### src/sv/fbc_pkg.sv
// ----------------------------------------------------------------------------
// fbc_pkg: shared types and constants of the bicolour frame buffer
// Panel geometry, bus byte constants, operation codes and the command and
// status groups between controller and datapath.
// ----------------------------------------------------------------------------
`default_nettype none

package fbc_pkg;

   localparam int DISPLAY_WIDTH  = 16;
   localparam int DISPLAY_HEIGHT = 8;
   localparam int COL_W          = $clog2(DISPLAY_WIDTH);
   localparam int ROW_W          = $clog2(DISPLAY_HEIGHT);

   localparam logic [7:0] BRIGHT_BASE   = 8'hE0;
   localparam logic [3:0] BRIGHT_MAX    = 4'd15;
   localparam logic [7:0] POSITION_BYTE = 8'h00;
   localparam logic [6:0] LEFT_ADDR_RST  = 7'h70;
   localparam logic [6:0] RIGHT_ADDR_RST = 7'h71;

   // byte index within one panel transfer: position byte, then 8 pairs
   localparam int              IDX_W    = 5;
   localparam logic [IDX_W-1:0] IDX_LAST = 5'd16;

   typedef enum logic [1:0] {
      OP_PIXEL  = 2'd0,
      OP_CLEAR  = 2'd1,
      OP_FLUSH  = 2'd2,
      OP_BRIGHT = 2'd3
   } op_type;

   typedef enum logic {
      REG_LEFT_ADDR  = 1'b0,
      REG_RIGHT_ADDR = 1'b1
   } reg_idx_type;

   typedef struct packed {
      logic             apply;  // request accepted this cycle
      op_type           op;     // its operation
      logic             push;   // load next bus byte into output register
      logic             flush;  // current burst is a flush (else brightness)
      logic             panel;  // second transfer of the burst
      logic [IDX_W-1:0] idx;    // byte within the transfer
   } fbc_cmd_type;

   typedef struct packed {
      logic slot_free;          // output register can take a byte
   } fbc_sts_type;

endpackage

`default_nettype wire

### src/sv/fbc_if.sv
// ----------------------------------------------------------------------------
// fbc_if: request and response channels of the bicolour frame buffer
// Valid/ready channels; a transfer happens when valid and ready are high.
// ----------------------------------------------------------------------------
`default_nettype none

interface fbc_req_if
   import fbc_pkg::*;
   ();
   logic              valid;
   logic              ready;
   op_type            cmd;
   logic signed [7:0] pos_x;
   logic signed [7:0] pos_y;
   logic [1:0]        colour;
   logic [7:0]        level;

   modport source (output valid, cmd, pos_x, pos_y, colour, level, input ready);
   modport sink   (input valid, cmd, pos_x, pos_y, colour, level, output ready);
endinterface

interface fbc_rsp_if;
   logic       valid;
   logic       ready;
   logic [6:0] device;
   logic       starts_transfer;
   logic [7:0] data_byte;
   logic       ends_transfer;
   logic       last;

   modport source (output valid, device, starts_transfer, data_byte, ends_transfer,
                   last, input ready);
   modport sink   (input valid, device, starts_transfer, data_byte, ends_transfer,
                   last, output ready);
endinterface

`default_nettype wire

### src/sv/bicolor_matrix_framebuffer_core.sv
// ----------------------------------------------------------------------------
// bicolor_matrix_framebuffer_core: 16x8 two-colour LED frame buffer
// Keeps red and green planes and turns flush and brightness requests into
// bus bytes for the left and right 8x8 panel controllers.
// ----------------------------------------------------------------------------
// Usage:
//  - req carries one request: pixel draw, clear, flush or brightness.
//    req.ready is high while no burst is being emitted.
//  - Pixel and clear requests take effect at the accepting edge and give no
//    response; the next request is taken in the following cycle.
//  - Flush gives 34 response bytes (right panel transfer, then left), a
//    brightness request 2 (left, then right). After acceptance the sequencer
//    enters its emit state and loads the first byte into the output
//    register; after that one byte per cycle while rsp.ready stays high.
//    A burst holds the request side until its final byte is loaded.
//  - rsp.last marks the final byte of a burst.
//  - A stalled receiver holds the byte in the output register and the
//    sequencer waits; no byte is lost or repeated.
//  - csr_we/csr_index/csr_wdata write the two panel addresses (index 0 left,
//    index 1 right); write only while no burst is in progress.
//  - Synchronous reset clears both planes, sets the addresses to 0x70 and
//    0x71 and empties the output register.
// ----------------------------------------------------------------------------
`default_nettype none

module bicolor_matrix_framebuffer_core
   import fbc_pkg::*;
(
   input  wire logic       clock,
   input  wire logic       reset,
   fbc_req_if.sink         req,
   fbc_rsp_if.source       rsp,
   input  wire logic       csr_we,
   input  wire logic       csr_index,
   input  wire logic [6:0] csr_wdata
);

   fbc_cmd_type cmd;      // sequencer to datapath
   fbc_sts_type sts;      // datapath to sequencer
   logic        req_ready;

   assign req.ready = req_ready;

   // request sequencer: idle/emit control and byte counter
   fbc_ctrl u_ctrl (
      .clock     (clock),
      .reset     (reset),
      .req_valid (req.valid),
      .req_cmd   (req.cmd),
      .req_ready (req_ready),
      .cmd       (cmd),
      .sts       (sts)
   );

   // planes, panel addresses, byte builder and output register
   fbc_datapath u_datapath (
      .clock     (clock),
      .reset     (reset),
      .cmd       (cmd),
      .sts       (sts),
      .pos_x     (req.pos_x),
      .pos_y     (req.pos_y),
      .colour    (req.colour),
      .level     (req.level),
      .csr_we    (csr_we),
      .csr_index (csr_index),
      .csr_wdata (csr_wdata),
      .rsp       (rsp)
   );

endmodule

`default_nettype wire

### src/sv/fbc_ctrl.sv
// ----------------------------------------------------------------------------
// fbc_ctrl: request sequencer
// Takes requests while idle and steps through the bytes of a flush or
// brightness burst, one per free output slot.
// ----------------------------------------------------------------------------
`default_nettype none

module fbc_ctrl
   import fbc_pkg::*;
(
   input  wire logic        clock,
   input  wire logic        reset,
   input  wire logic        req_valid,
   input  wire op_type      req_cmd,
   output logic             req_ready,
   output fbc_cmd_type      cmd,
   input  wire fbc_sts_type sts
);

   typedef enum logic [1:0] {
      ST_IDLE = 2'b01,
      ST_EMIT = 2'b10
   } state_type;

   state_type        state_ff, state_in;
   logic             flush_ff, flush_in;
   logic             panel_ff, panel_in;
   logic [IDX_W-1:0] idx_ff, idx_in;
   logic             accept;
   logic             push;
   logic             last_byte;

   assign req_ready = (state_ff == ST_IDLE);
   assign accept    = req_valid && req_ready;
   assign push      = (state_ff == ST_EMIT) && sts.slot_free;
   assign last_byte = panel_ff && (!flush_ff || idx_ff == IDX_LAST);

   always_comb begin
      state_in = state_ff;
      flush_in = flush_ff;
      panel_in = panel_ff;
      idx_in   = idx_ff;
      case (state_ff)
         ST_IDLE: begin
            if (accept && (req_cmd == OP_FLUSH || req_cmd == OP_BRIGHT)) begin
               state_in = ST_EMIT;
               flush_in = (req_cmd == OP_FLUSH);
               panel_in = 1'b0;
               idx_in   = '0;
            end
         end
         ST_EMIT: begin
            if (push) begin
               if (last_byte) begin
                  state_in = ST_IDLE;
               end else if (!flush_ff || idx_ff == IDX_LAST) begin
                  panel_in = 1'b1;
                  idx_in   = '0;
               end else begin
                  idx_in = idx_ff + 1'b1;
               end
            end
         end
         default: begin
            state_in = ST_IDLE;
         end
      endcase
   end

   always_ff @(posedge clock) begin
      if (reset) begin
         state_ff <= ST_IDLE;
         flush_ff <= 1'b0;
         panel_ff <= 1'b0;
         idx_ff   <= '0;
      end else begin
         state_ff <= state_in;
         flush_ff <= flush_in;
         panel_ff <= panel_in;
         idx_ff   <= idx_in;
      end
   end

   always_comb begin
      cmd.apply = accept;
      cmd.op    = req_cmd;
      cmd.push  = push;
      cmd.flush = flush_ff;
      cmd.panel = panel_ff;
      cmd.idx   = idx_ff;
   end

   // a burst request always leads into the emit state
   a_burst_starts: assert property (@(posedge clock) disable iff (reset)
      accept && (req_cmd == OP_FLUSH || req_cmd == OP_BRIGHT) |=> state_ff == ST_EMIT)
      else $error("burst request did not start emitting");

   // final byte of a burst returns to idle
   a_burst_ends: assert property (@(posedge clock) disable iff (reset)
      push && last_byte |=> state_ff == ST_IDLE)
      else $error("burst did not end after final byte");

   // byte index stays within a transfer; brightness never goes past its first byte
   a_idx_range: assert property (@(posedge clock) disable iff (reset)
      state_ff == ST_EMIT |-> idx_ff <= IDX_LAST && (flush_ff || idx_ff == '0))
      else $error("byte index out of range");

endmodule

`default_nettype wire

### src/sv/fbc_datapath.sv
// ----------------------------------------------------------------------------
// fbc_datapath: frame planes, address registers and output register
// Applies pixel and clear requests, builds column bytes for a flush and
// the brightness byte, and holds the response until taken.
// ----------------------------------------------------------------------------
`default_nettype none

module fbc_datapath
   import fbc_pkg::*;
(
   input  wire logic              clock,
   input  wire logic              reset,
   input  wire fbc_cmd_type       cmd,
   output fbc_sts_type            sts,
   input  wire logic signed [7:0] pos_x,
   input  wire logic signed [7:0] pos_y,
   input  wire logic [1:0]        colour,
   input  wire logic [7:0]        level,
   input  wire logic              csr_we,
   input  wire logic              csr_index,
   input  wire logic [6:0]        csr_wdata,
   fbc_rsp_if.source              rsp
);

   logic [DISPLAY_WIDTH-1:0] red_ff   [DISPLAY_HEIGHT];
   logic [DISPLAY_WIDTH-1:0] red_in   [DISPLAY_HEIGHT];
   logic [DISPLAY_WIDTH-1:0] green_ff [DISPLAY_HEIGHT];
   logic [DISPLAY_WIDTH-1:0] green_in [DISPLAY_HEIGHT];
   logic [6:0]               left_addr_ff;
   logic [6:0]               right_addr_ff;
   logic [3:0]               level_ff;

   logic                     in_range;
   logic [COL_W-1:0]         pix_bit;
   logic [ROW_W-1:0]         pix_row;

   logic [IDX_W-1:0]         pair_pos;
   logic [COL_W-1:0]         col_bit;
   logic [7:0]               col_green;
   logic [7:0]               col_red;
   logic                     to_right;

   logic                     rsp_valid_ff, rsp_valid_in;
   logic [6:0]               device_ff;
   logic                     starts_ff;
   logic [7:0]               data_ff;
   logic                     ends_ff;
   logic                     last_ff;
   logic [7:0]               data_in;

   // pixel decode: negative coordinates have the sign bit set
   assign in_range = !pos_x[7] && (pos_x < 8'(DISPLAY_WIDTH))
                     && !pos_y[7] && (pos_y < 8'(DISPLAY_HEIGHT));
   assign pix_bit  = COL_W'(DISPLAY_WIDTH - 1) - pos_x[COL_W-1:0];
   assign pix_row  = pos_y[ROW_W-1:0];

   always_comb begin
      red_in   = red_ff;
      green_in = green_ff;
      if (cmd.apply) begin
         case (cmd.op)
            OP_PIXEL: begin
               if (in_range) begin
                  red_in[pix_row][pix_bit]   = colour[0];
                  green_in[pix_row][pix_bit] = colour[1];
               end
            end
            OP_CLEAR: begin
               for (int r = 0; r < DISPLAY_HEIGHT; r++) begin
                  red_in[r]   = '0;
                  green_in[r] = '0;
               end
            end
            default: begin
            end
         endcase
      end
   end

   always_ff @(posedge clock) begin
      if (reset) begin
         for (int r = 0; r < DISPLAY_HEIGHT; r++) begin
            red_ff[r]   <= '0;
            green_ff[r] <= '0;
         end
         left_addr_ff  <= LEFT_ADDR_RST;
         right_addr_ff <= RIGHT_ADDR_RST;
      end else begin
         red_ff   <= red_in;
         green_ff <= green_in;
         if (csr_we && csr_index == REG_LEFT_ADDR) begin
            left_addr_ff <= csr_wdata;
         end
         if (csr_we && csr_index == REG_RIGHT_ADDR) begin
            right_addr_ff <= csr_wdata;
         end
      end
   end

   always_ff @(posedge clock) begin
      if (cmd.apply && cmd.op == OP_BRIGHT) begin
         level_ff <= (level > 8'(BRIGHT_MAX)) ? BRIGHT_MAX : level[3:0];
      end
   end

   // byte idx 1..16 is pair (idx-1)/2, green first; second transfer uses high half
   assign pair_pos = cmd.idx - 1'b1;
   assign col_bit  = {cmd.panel, pair_pos[COL_W-1:1]};

   always_comb begin
      for (int r = 0; r < DISPLAY_HEIGHT; r++) begin
         col_green[r] = green_ff[r][col_bit];
         col_red[r]   = red_ff[r][col_bit];
      end
   end

   // flush goes right then left, brightness left then right
   assign to_right = cmd.flush ^ cmd.panel;

   always_comb begin
      if (!cmd.flush) begin
         data_in = BRIGHT_BASE | {4'd0, level_ff};
      end else if (cmd.idx == '0) begin
         data_in = POSITION_BYTE;
      end else if (pair_pos[0]) begin
         data_in = col_red;
      end else begin
         data_in = col_green;
      end
   end

   assign sts.slot_free = !rsp_valid_ff || rsp.ready;
   assign rsp_valid_in  = cmd.push ? 1'b1 : (rsp.ready ? 1'b0 : rsp_valid_ff);

   always_ff @(posedge clock) begin
      if (reset) begin
         rsp_valid_ff <= 1'b0;
      end else begin
         rsp_valid_ff <= rsp_valid_in;
      end
   end

   always_ff @(posedge clock) begin
      if (cmd.push) begin
         device_ff <= to_right ? right_addr_ff : left_addr_ff;
         starts_ff <= !cmd.flush || cmd.idx == '0;
         data_ff   <= data_in;
         ends_ff   <= !cmd.flush || cmd.idx == IDX_LAST;
         last_ff   <= cmd.panel && (!cmd.flush || cmd.idx == IDX_LAST);
      end
   end

   assign rsp.valid           = rsp_valid_ff;
   assign rsp.device          = device_ff;
   assign rsp.starts_transfer = starts_ff;
   assign rsp.data_byte       = data_ff;
   assign rsp.ends_transfer   = ends_ff;
   assign rsp.last            = last_ff;

   // a byte is only loaded into a free output slot
   a_no_overwrite: assert property (@(posedge clock) disable iff (reset)
      cmd.push && rsp_valid_ff |-> rsp.ready)
      else $error("response overwritten before being taken");

   // the last byte of a burst always closes a transfer
   a_last_ends: assert property (@(posedge clock) disable iff (reset)
      rsp_valid_ff && last_ff |-> ends_ff)
      else $error("final byte does not end a transfer");

   // a stalled response stays put until taken
   a_rsp_hold: assert property (@(posedge clock) disable iff (reset)
      rsp_valid_ff && !rsp.ready |=> rsp_valid_ff && $stable(data_ff) && $stable(device_ff))
      else $error("response changed while stalled");

endmodule

`default_nettype wire
### src/flat_wrapper.sv
// flat-port wrapper written by rule: the top's interface ports become plain ports
module bicolor_matrix_framebuffer_core_flat import fbc_pkg::*;
  (clock, reset, csr_we, csr_index, csr_wdata, req_valid, req_cmd, req_pos_x, req_pos_y, req_colour, req_level, req_ready, rsp_valid, rsp_device, rsp_starts_transfer, rsp_data_byte, rsp_ends_transfer, rsp_last, rsp_ready);
  fbc_req_if req_i ();
  fbc_rsp_if rsp_i ();
  input  wire logic clock;
  input  wire logic reset;
  input  wire logic csr_we;
  input  wire logic csr_index;
  input  wire logic [6:0] csr_wdata;
  input wire logic [$bits(req_i.valid)-1:0] req_valid;
  input wire logic [$bits(req_i.cmd)-1:0] req_cmd;
  input wire logic [$bits(req_i.pos_x)-1:0] req_pos_x;
  input wire logic [$bits(req_i.pos_y)-1:0] req_pos_y;
  input wire logic [$bits(req_i.colour)-1:0] req_colour;
  input wire logic [$bits(req_i.level)-1:0] req_level;
  output wire logic [$bits(req_i.ready)-1:0] req_ready;
  output wire logic [$bits(rsp_i.valid)-1:0] rsp_valid;
  output wire logic [$bits(rsp_i.device)-1:0] rsp_device;
  output wire logic [$bits(rsp_i.starts_transfer)-1:0] rsp_starts_transfer;
  output wire logic [$bits(rsp_i.data_byte)-1:0] rsp_data_byte;
  output wire logic [$bits(rsp_i.ends_transfer)-1:0] rsp_ends_transfer;
  output wire logic [$bits(rsp_i.last)-1:0] rsp_last;
  input wire logic [$bits(rsp_i.ready)-1:0] rsp_ready;
  assign req_i.valid = req_valid;
  assign req_i.cmd = req_cmd;
  assign req_i.pos_x = req_pos_x;
  assign req_i.pos_y = req_pos_y;
  assign req_i.colour = req_colour;
  assign req_i.level = req_level;
  assign req_ready = req_i.ready;
  assign rsp_valid = rsp_i.valid;
  assign rsp_device = rsp_i.device;
  assign rsp_starts_transfer = rsp_i.starts_transfer;
  assign rsp_data_byte = rsp_i.data_byte;
  assign rsp_ends_transfer = rsp_i.ends_transfer;
  assign rsp_last = rsp_i.last;
  assign rsp_i.ready = rsp_ready;
  bicolor_matrix_framebuffer_core u_core (.clock(clock), .reset(reset), .req(req_i), .rsp(rsp_i), .csr_we(csr_we), .csr_index(csr_index), .csr_wdata(csr_wdata));
endmodule
### config.mk
export PLATFORM = sky130hd
export DESIGN_NAME = bicolor_matrix_framebuffer_core_flat
export DESIGN_NICKNAME = d
export VERILOG_FILES = /design/src/sv/fbc_pkg.sv /design/src/sv/fbc_if.sv /design/src/sv/bicolor_matrix_framebuffer_core.sv /design/src/sv/fbc_ctrl.sv /design/src/sv/fbc_datapath.sv /design/src/flat_wrapper.sv
export SDC_FILE = /design/constraint.sdc
export NUM_CORES = 1
export LEC_CHECK = 0
export BUFFER_PORTS_ARGS = -buffer_cell sky130_fd_sc_hd__buf_4
export CORE_MARGIN = 1.5
export CORE_UTILIZATION = 35
export CTS_CLUSTER_SIZE = 25
export DETAILED_ROUTE_END_ITERATION = 8
export GPL_TIMING_DRIVEN = 0
export HOLD_SLACK_MARGIN = 0.12
export PLACE_DENSITY = 0.58
export RECOVER_POWER = 50
export SLEW_MARGIN = 20
export SYNTH_ARGS = -nofsm -noshare
export SYNTH_HDL_FRONTEND = slang
export SYNTH_SLANG_ARGS = --single-unit
export TNS_END_PERCENT = 30
### constraint.sdc
create_clock -name clock -period 5.1 [get_ports clock]
set_clock_uncertainty 0.1 [all_clocks]
set_input_delay 0 -clock clock [delete_from_list [all_inputs] [get_ports clock]]
set_output_delay 0 -clock clock [all_outputs]
set_load 0.02 [all_outputs]
==> impl_results.md, run 1 <==
* Routed wl met2 at about 25000 um
* Buf+Inv Stages, Crit Path at 3
* Ys async rst share at 0
* Die extent in y at a little over 200 um
* Post-DP HPWL at between 30000 and 40000 um
* Setup crit start kind: flip-flop
* DRC at 0
* Slowest cell on crit path: nor3_1
* Inserted Diodes at 0
* Max transition margin at 0.0711
* Seq/Total Area, Yosys at 0.447
* CTS tree: done
* Cell Area, Synth at between 0.01 and 0.015 mm^2
* Grt ovf at 0
* Critical path's most frequent cell: clkbuf_1
* Initial antenna violation count at 0
* Pleak at roughly 5.3 nW
* Unrepaired setup endpoints after global routing: no
* Post-synth EDFFs at 22
* Layout Utilization at 0.417
* Synth area leader: dfxtp_1
* First-pass GRT wire length at around 84000 um
* I/O Pins at 61
* Initial DRC Count at roughly 1.9k
* Fmax at 237 MHz
* Power Dens Cells at about 330 mW/mm^2
* Share of layout cells above drive strength 1 at 0.0920
* Rows at 73
* Mapped Avg Cell Area at ~8.6 um^2
* Crit end category: flip-flop
* Input/output buffers at 54
* Top Metal Used: met4
* Worst Hold Endpoint: u_core.u_datapath.rsp.valid$_SDFFE_PP0P_
* HP Class: input pin to flip-flop
* Synth cell types at 58
* Met3 WL at between 5000 and 6000 um
* Htree depth at 2
* Vias in the first global route at roughly 14k
* Primary FF master, synth: dfxtp_1
* Reg-to-Reg End: u_core.u_datapath.red_ff[98]$_SDFFE_PP0P_
* Synth-to-Final Area Change at 17.9%
* Post-synth top area share at 0.400
* Clock Sinks at slightly above 300
* Gpl congestion at approximately 0.94
* Max-cap violations at 0
* Post-synth net total at between 1.5k and 2k
* CP arrival at 4.59 ns
* Max stage delay on crit path at between 1 and 1.5 ns
* Min Tclk post-route at ~4.2 ns
* Routed Antenna Nets at 0
* Hold_sp: rsp_ready
* Synth Instances at 1633
* Via-per-instance ratio at roughly 6.0
* Clk_lat worst skew at roughly 0.53 ns
* Yosys warns at 0
* Crit share post-route at 0.828
* Peak VDD IR at between 0.0002 and 0.0003 V
* Routed len/inst at ~24 um
* Deepest clock path buffer count at 3
* R2R Setup Slk at roughly 0.9 ns
* WHS Path Cells at 4
* Ranking of synthesized cells by area: dfxtp_1 40%, a22oi_1 14%, nor2_1 11%
* Worst reg2reg path depth at 9
* Final hold vios at 0
* Post-CTS sizing at 0
* Status: completed
* CTS clock-pin slew for the worst setup and hold paths at 0.06 ns
* Critical path's top delay family: simple AND/OR/NAND/NOR gates
* Die area at ~0.041 mm^2
* Vias at 14.0k
* Fin. max-slew vios at 0
* Iteration count of the initial detailed-routing pass at 5
* Core area at between 0.03 and 0.04 mm^2
* CP Cell Sequence: nor2b_1, nand2_1, nor3_1, and3_1, clkbuf_1, clkbuf_1, clkbuf_1, a22oi_1, nor2_1
* RR Startpoint: u_core.u_ctrl.state_ff[0]$_SDFFE_PP1P_
* WP data required at 5.46 ns
* Critical Path Fanout Max at 10
* Largest net degree at the start of global routing at 16
* Cts bufs inserted at 35
* Setup CP Type: flip-flop to flip-flop
* Die W at 203 um
* Met1 WL at roughly 23000 um
* Drt total wl at approximately 57000 um
* GRT Util Overall at 0.269
* Setup_tns at 0 ns
* Post-layout nets at roughly 1.8k
* Final setup viols at 0
* Root Driver: clkbuf_16
* Total power at approximately 5.4 mW
* #FFs+latches synth at a little over 300
* Initial Utilization at 0.354
* Slew @ Worst Pin at 1.39 ns
layer usage:
layer  track usage  up-vias
li1              -     6207
met1         0.352     6791
met2         0.419      823
met3        0.0551      194
met4         0.143        0
met5             0        -
tightest hold or removal path: cells and delay by family:
kind	cells	cell delay [ns]
buffers and inverters	2	0.62
AND/OR/NAND/NOR	1	0.09
AO/OA/AOI/OAI	1	0.06
metrics by stage:
| stage | instance area, um^2 | setup WS [ns] | hold WS (ns) | std cells |
|---|---|---|---|---|
| after floorplan | 14000 | 2.26 | 0.0211 | 1633 |
| after global placement | 15100 | 1.37 | 0.129 | 2212 |
| after detailed placement | 15100 | 1.42 | 0.127 | 2213 |
| after CTS | 16700 | 1.40 | 0.175 | 2318 |
| after global routing | 16500 | 0.632 | 0.239 | 2318 |
| final | 16500 | 0.875 | 0.196 | 2318 |
report_power, final:
group	switching (mW)	total, mW	leakage (nW)	internal (mW)
clock network	1.03	2.55	0.572	1.52
logic	0.351	0.483	2.30	0.132
registers	0.00884	2.41	2.46	2.40
how the worst max path moves through the flow:
stage / cells after the start / end / start / slack [ns]
after CTS: 10 / u_core.u_datapath.rsp.data_byte[3]$_DFFE_PP_ / u_core.u_ctrl.idx_ff[0]$_SDFFE_PP0P_ / 1.40
after global routing: 9 / u_core.u_datapath.red_ff[98]$_SDFFE_PP0P_ / u_core.u_ctrl.state_ff[0]$_SDFFE_PP1P_ / 0.63
after global placement: 10 / u_core.u_datapath.rsp.data_byte[3]$_DFFE_PP_ / u_core.u_ctrl.idx_ff[0]$_SDFFE_PP0P_ / 1.37
after floorplan: 9 / u_core.u_datapath.rsp.data_byte[5]$_SDFFCE_PN1P_ / u_core.u_ctrl.idx_ff[0]$_SDFFE_PP0P_ / 2.26
final: 9 / u_core.u_datapath.red_ff[98]$_SDFFE_PP0P_ / u_core.u_ctrl.state_ff[0]$_SDFFE_PP1P_ / 0.88
after detailed placement: 10 / u_core.u_datapath.rsp.data_byte[3]$_DFFE_PP_ / u_core.u_ctrl.idx_ff[0]$_SDFFE_PP0P_ / 1.42
sequential cells by signal, summed over array words and instances (netlist names):
register	flops
u_core.u_datapath.red_ff	128
u_core.u_ctrl.state_ff	2
u_core.u_datapath.left_addr_ff	7
u_core.u_datapath.rsp.starts_transfer	1
u_core.u_datapath.level_ff	4
u_core.u_datapath.rsp.valid	1
u_core.u_datapath.rsp.device	7
u_core.u_ctrl.flush_ff	1
u_core.u_datapath.green_ff	128
u_core.u_datapath.rsp.data_byte	8
u_core.u_datapath.rsp.ends_transfer	1
u_core.u_datapath.right_addr_ff	7
u_core.u_ctrl.idx_ff	5
u_core.u_datapath.rsp.last	1
u_core.u_ctrl.panel_ff	1
cell usage after synthesis (22+ instances only):
master / n
nand3_1: 36
nor2_1: 402
mux2i_1: 24
clkbuf_1: 77
nand2_1: 116
buf_2: 37
a22oi_1: 254
dfxtp_1: 280
mux4_2: 36
edfxtp_1: 22
o21ai_0: 136
timing repair:
action	CTS	global route
buffers inserted	0	0
setup endpoints to repair	0	0
endpoints found under the hold margin	37	0
hold buffers	42	0
layout by cell type (no fill, tap or decap), types with 11 or more instances in the layout:
master         synthesis  final
nand4_1               21     21
a22oi_1              254    254
dfxtp_1              280    280
nand2b_1              12     12
a21oi_1               21     21
a31oi_1               11     11
mux2i_1               24     24
dlygate4sd3_1          0     42
clkbuf_16              0     37
nor3_1                14     15
edfxtp_1              22     22
buf_2                 37     16
clkbuf_1              77    134
nand3_1               36     36
nand2_1              116    116
buf_4                 16     41
mux4_2                36     36
o21ai_0              136    136
nor2_1               402    402
area by class of cell:
type	count	area, um^2
flip-flops and latches	302	6270
well taps	525	657
clock inverters	9	65.1
plain buffers	134	576
multi-input cells	1190	7100
fillers	4027	23100
repair buffers	97	754
clock buffers	54	1090
inverters	7	26.3
kinds of logic (layout without fill, tap and decap cells):
| logic type | after synthesis | in the layout | synth area share |
|---|---|---|---|
| AND/OR/NAND/NOR | 651 | 651 | 0.196 |
| buffers and inverters | 141 | 301 | 0.0469 |
| AO/OA/AOI/OAI | 458 | 458 | 0.218 |
| multiplexers | 70 | 70 | 0.0851 |
| adder cells (fa/ha/maj) | 3 | 3 | 0.00268 |
| XOR/XNOR | 8 | 8 | 0.00500 |
| flip-flops | 302 | 302 | 0.447 |
No activity file was read; power rests on OpenSTA's default activity.
==> run 2, diff against run 1 <==
- ABC_AREA: unset -> 1
- clock period: 5.1 -> 4.17 ns (I/O delays scaled with it)
==> impl_results.md, run 2 <==
* Initial DRC Count at 2894 (was 1861)
* Commonest non-fill, non-tap cells in the layout: 723 x nand2_1, 280 x dfxtp_1, 278 x nor2_1 (was 402 x nor2_1, 280 x dfxtp_1, 254 x a22oi_1)
* Combinational fraction of design power at 0.564 (was 0.089)
* Post-CTS sizing at 0 (unchanged)
* Total power at 14.7 mW (was 5.44 mW)
* CP arrival at 4.41 ns (was 4.59 ns)
* Critical Path Fanout Max at 11 (was 10)
* Input/output buffers at 60 (was 54)
* Slowest cell on crit path: clkbuf_1 (was nor3_1)
* Synth-to-Final Area Change at 17.2% (was 17.9%)
* Htree depth at 2 (unchanged)
* Min Tclk post-route at 4.19 ns (was 4.22 ns)
* CP Cell Sequence: inv_1, clkbuf_1, ha_1, nand2_1, nand2_2, clkbuf_1, o21ai_0, nand2_1, nand2_1, nand3_1, nand3_1, nand3_1, nand2_1 (was nor2b_1, nand2_1, nor3_1, and3_1, clkbuf_1, clkbuf_1, clkbuf_1, a22oi_1, nor2_1)
* Synth area leader: dfxtp_1 (unchanged)
* Final setup viols at 1 (was 0)
* Final hold vios at 0 (unchanged)
* Post-DP HPWL at 49700 um (was 37400 um)
* Place WS at 0.220 ns (was 1.42 ns)
* Critical path's most frequent cell: nand2_1 (was clkbuf_1)
* FILL cells at 4927 (was 4027)
* Slew @ Worst Pin at 1.11 ns (was 1.39 ns)
* Setup CP Type: flip-flop to flip-flop (unchanged)
* Post-synth net total at 2549 (was 1677)
* Largest net degree at the start of global routing at 13 (was 16)
* Gpl congestion at 0.995 (was 0.941)
* Rows at 79 (was 73)
* CTS clock-pin slew for the worst setup and hold paths at 0.06 ns (about the same)
* Deepest clock path buffer count at 3 (unchanged)
* Ys async rst share at 0 (unchanged)
* Unrepaired setup endpoints after global routing: no (unchanged)
* Synth cell types at 26 (was 58)
* Critical path's top delay family: buffers and inverters (was simple AND/OR/NAND/NOR gates)
* Synth Instances at 2505 (was 1633)
* Fin. max-slew vios at 0 (unchanged)
* Commonest cells post-synth: 723 x nand2_1, 280 x dfxtp_1, 277 x nor2_1 (was 402 x nor2_1, 280 x dfxtp_1, 254 x a22oi_1)
* Initial antenna violation count at 2 (was 0)
* Net Switching at 7.88 mW (was 1.39 mW)
* Vias in the first global route at 18.5k (was 13.7k)
* Core area at 0.0465 mm^2 (was 0.0396 mm^2)
* Commonest non-fill, non-tap cell in the layout: nand2_1 (was nor2_1)
* Clock share of power at 0.232 (was 0.469)
* I/O Pins at 61 (unchanged)
* Crit share post-route at 1.01 (was 0.828)
* Crit end category: flip-flop (unchanged)
* Routed Antenna Nets at 0 (unchanged)
* Peak VDD IR at 0.000733 V (was 0.000255 V)
* Die area at 0.0484 mm^2 (was 0.0413 mm^2)
* Yosys warns at 0 (unchanged)
* Final setup margin at -0.0228 ns (was 0.875 ns)
* Count leader, synth: nand2_1 (was nor2_1)
* #FFs+latches synth at 302 (unchanged)
* Ranking of synthesized cells by area: dfxtp_1 34%, nand2_1 16%, nand4_1 9.8% (was dfxtp_1 40%, a22oi_1 14%, nor2_1 11%)
* Sw Share at 0.535 (was 0.256)
* Pleak at 6.82 nW (was 5.33 nW)
* Primary FF master, synth: dfxtp_1 (unchanged)
* Status: finished with violations (was completed)
* DRC at 0 (unchanged)
* Multi-input gate area at 0.00861 mm^2 (was 0.00710 mm^2)
* CTS tree: done (unchanged)
* Mapped Avg Cell Area at 6.57 um^2 (was 8.59 um^2)
* Via-per-instance ratio at 5.97 (was 6.05)
* Post-synth EDFFs at 22 (unchanged)
* Post-synth top area share at 0.340 (was 0.400)
* Grt ovf at 0 (unchanged)
* Cell Area, Synth at 0.0165 mm^2 (was 0.0140 mm^2)
* Routed len/inst at 23.9 um (was 24.4 um)
* Drt total wl at 78700 um (was 56500 um)
* HP Class: input pin to flip-flop (unchanged)
* Cts bufs inserted at 37 (was 35)
* Die extent in y at 220 um (was 203 um)
* Clk_lat worst skew at 0.59 ns (was 0.53 ns)
* Share of layout cells above drive strength 1 at 0.0784 (was 0.0920)
* Buf+Inv Stages, Crit Path at 3 (unchanged)
* Inserted Diodes at 0 (unchanged)
* GRT Util Overall at 0.322 (was 0.269)
* Max stage delay on crit path at 0.87 ns (was 1.04 ns)
* R2R Setup Slk at -0.02 ns (was 0.88 ns)
* Violated checks: negative setup slack
* Clock Sinks at 302 (unchanged)
* Cell-internal power at 6.86 mW (was 4.05 mW)
* Max transition margin at 0.261 (was 0.0711)
* Root Driver: clkbuf_16 (unchanged)
* Post-layout nets at 2695 (was 1811)
* Die W at 220 um (was 203 um)
* WP data required at 4.38 ns (was 5.46 ns)
* Seq/Total Area, Yosys at 0.381 (was 0.447)
* Setup crit start kind: flip-flop (unchanged)
* Iteration count of the initial detailed-routing pass at 8 (was 5)
* Register area at 0.00627 mm^2 (unchanged)
* Fmax at 239 MHz (was 237 MHz)
* Sequential share of power at 0.204 (was 0.442)
* Vias at 19.6k (was 14.0k)
* First-pass GRT wire length at 116000 um (was 84100 um)
* Initial Utilization at 0.354 (about the same)
* Max-cap violations at 0 (unchanged)
* Power Dens Cells at 763 mW/mm^2 (was 329 mW/mm^2)
run 2: cell types whose count changed in the layout (fill, tap and decap cells not counted), moves of 124 or more:
cell / previous run / this run
nand4_1: 21 / 258
o211ai_1: 3 / 132
inv_1: 5 / 155
a22oi_1: 254 / 0
a21oi_1: 21 / 265
nand2_1: 116 / 723
nor2_1: 402 / 278
run 2: power by group through the flow:
stage / Combinational [mW] / Sequential (mW) / Clock [mW]
floorplan: 4.35 / 3.08 / 0
global placement: 7.70 / 3.07 / 0
detailed placement: 7.68 / 3.07 / 0
CTS: 7.77 / 3.01 / 3.43
global route: 8.59 / 3.02 / 3.54
finish: 8.30 / 3.01 / 3.42
run 2: kinds of logic after synthesis:
kind of cell,after synthesis,synth area share
AND/OR/NAND/NOR,1345,0.353
AO/OA/AOI/OAI,477,0.166
buffers and inverters,374,0.0963
flip-flops,302,0.381
XOR/XNOR,4,0.00213
adder cells (fa/ha/maj),3,0.00228
run 2: layout make-up:
cell class / instances / area share
Buffer: 218 / 0.0509
Clock buffer: 52 / 0.0545
Clock inverter: 16 / 0.0108
Inverter: 156 / 0.0303
Multi-Input combinational cell: 1829 / 0.446
Sequential cell: 302 / 0.325
Tap cell: 607 / 0.0393
Timing Repair Buffer: 107 / 0.0433
run 2: repair_timing:
item / CTS / global route
setup buffers: 0 / 0
hold buffers: 46 / 0
hold endpoints to repair: 87 / 0
run 2: per-stage QoR:
step           std cells  cell area, um^2  hold slack (ns)  setup TNS [ns]   util
3_3_place_gp        3172            17700            0.126               0  0.380
4_1_cts             3287            19400            0.132               0  0.418
3_5_place_dp        3173            17700            0.126               0  0.381
6_report            3287            19300            0.138         -0.0228  0.415
2_1_floorplan       2505            16500           0.0263               0      -
5_1_grt             3287            19300            0.174               0  0.415
run 2: path summary, 6_finish.rpt:
kind                                                        start                                                to  cells past startpoint
hold / removal                                       csr_wdata[2]    u_core.u_datapath.left_addr_ff[2]$_SDFFE_PP0P_                      4
setup reg to reg             u_core.u_ctrl.idx_ff[0]$_SDFFE_PP0P_  u_core.u_datapath.rsp.data_byte[7]$_SDFFCE_PN1P_                     13
hold reg to reg   u_core.u_datapath.right_addr_ff[1]$_SDFFE_PP0P_   u_core.u_datapath.right_addr_ff[1]$_SDFFE_PP0P_                      2
setup / recovery             u_core.u_ctrl.idx_ff[0]$_SDFFE_PP0P_  u_core.u_datapath.rsp.data_byte[7]$_SDFFCE_PN1P_                     13
run 2: tightest hold or removal path: cells and delay by family:
| kind | cells | cell delay (ns) |
|---|---|---|
| buf+inv | 2 | 0.64 |
| simple gates | 2 | 0.14 |
run 2: metal layers:
metal | vias to the layer above | routed length, um | track usage
li1 | 8801 | - | -
met1 | 9042 | 29700 | 0.402
met2 | 1405 | 32000 | 0.465
met3 | 363 | 10800 | 0.103
met4 | 2 | 6180 | 0.229
met5 | - | 18 | 0
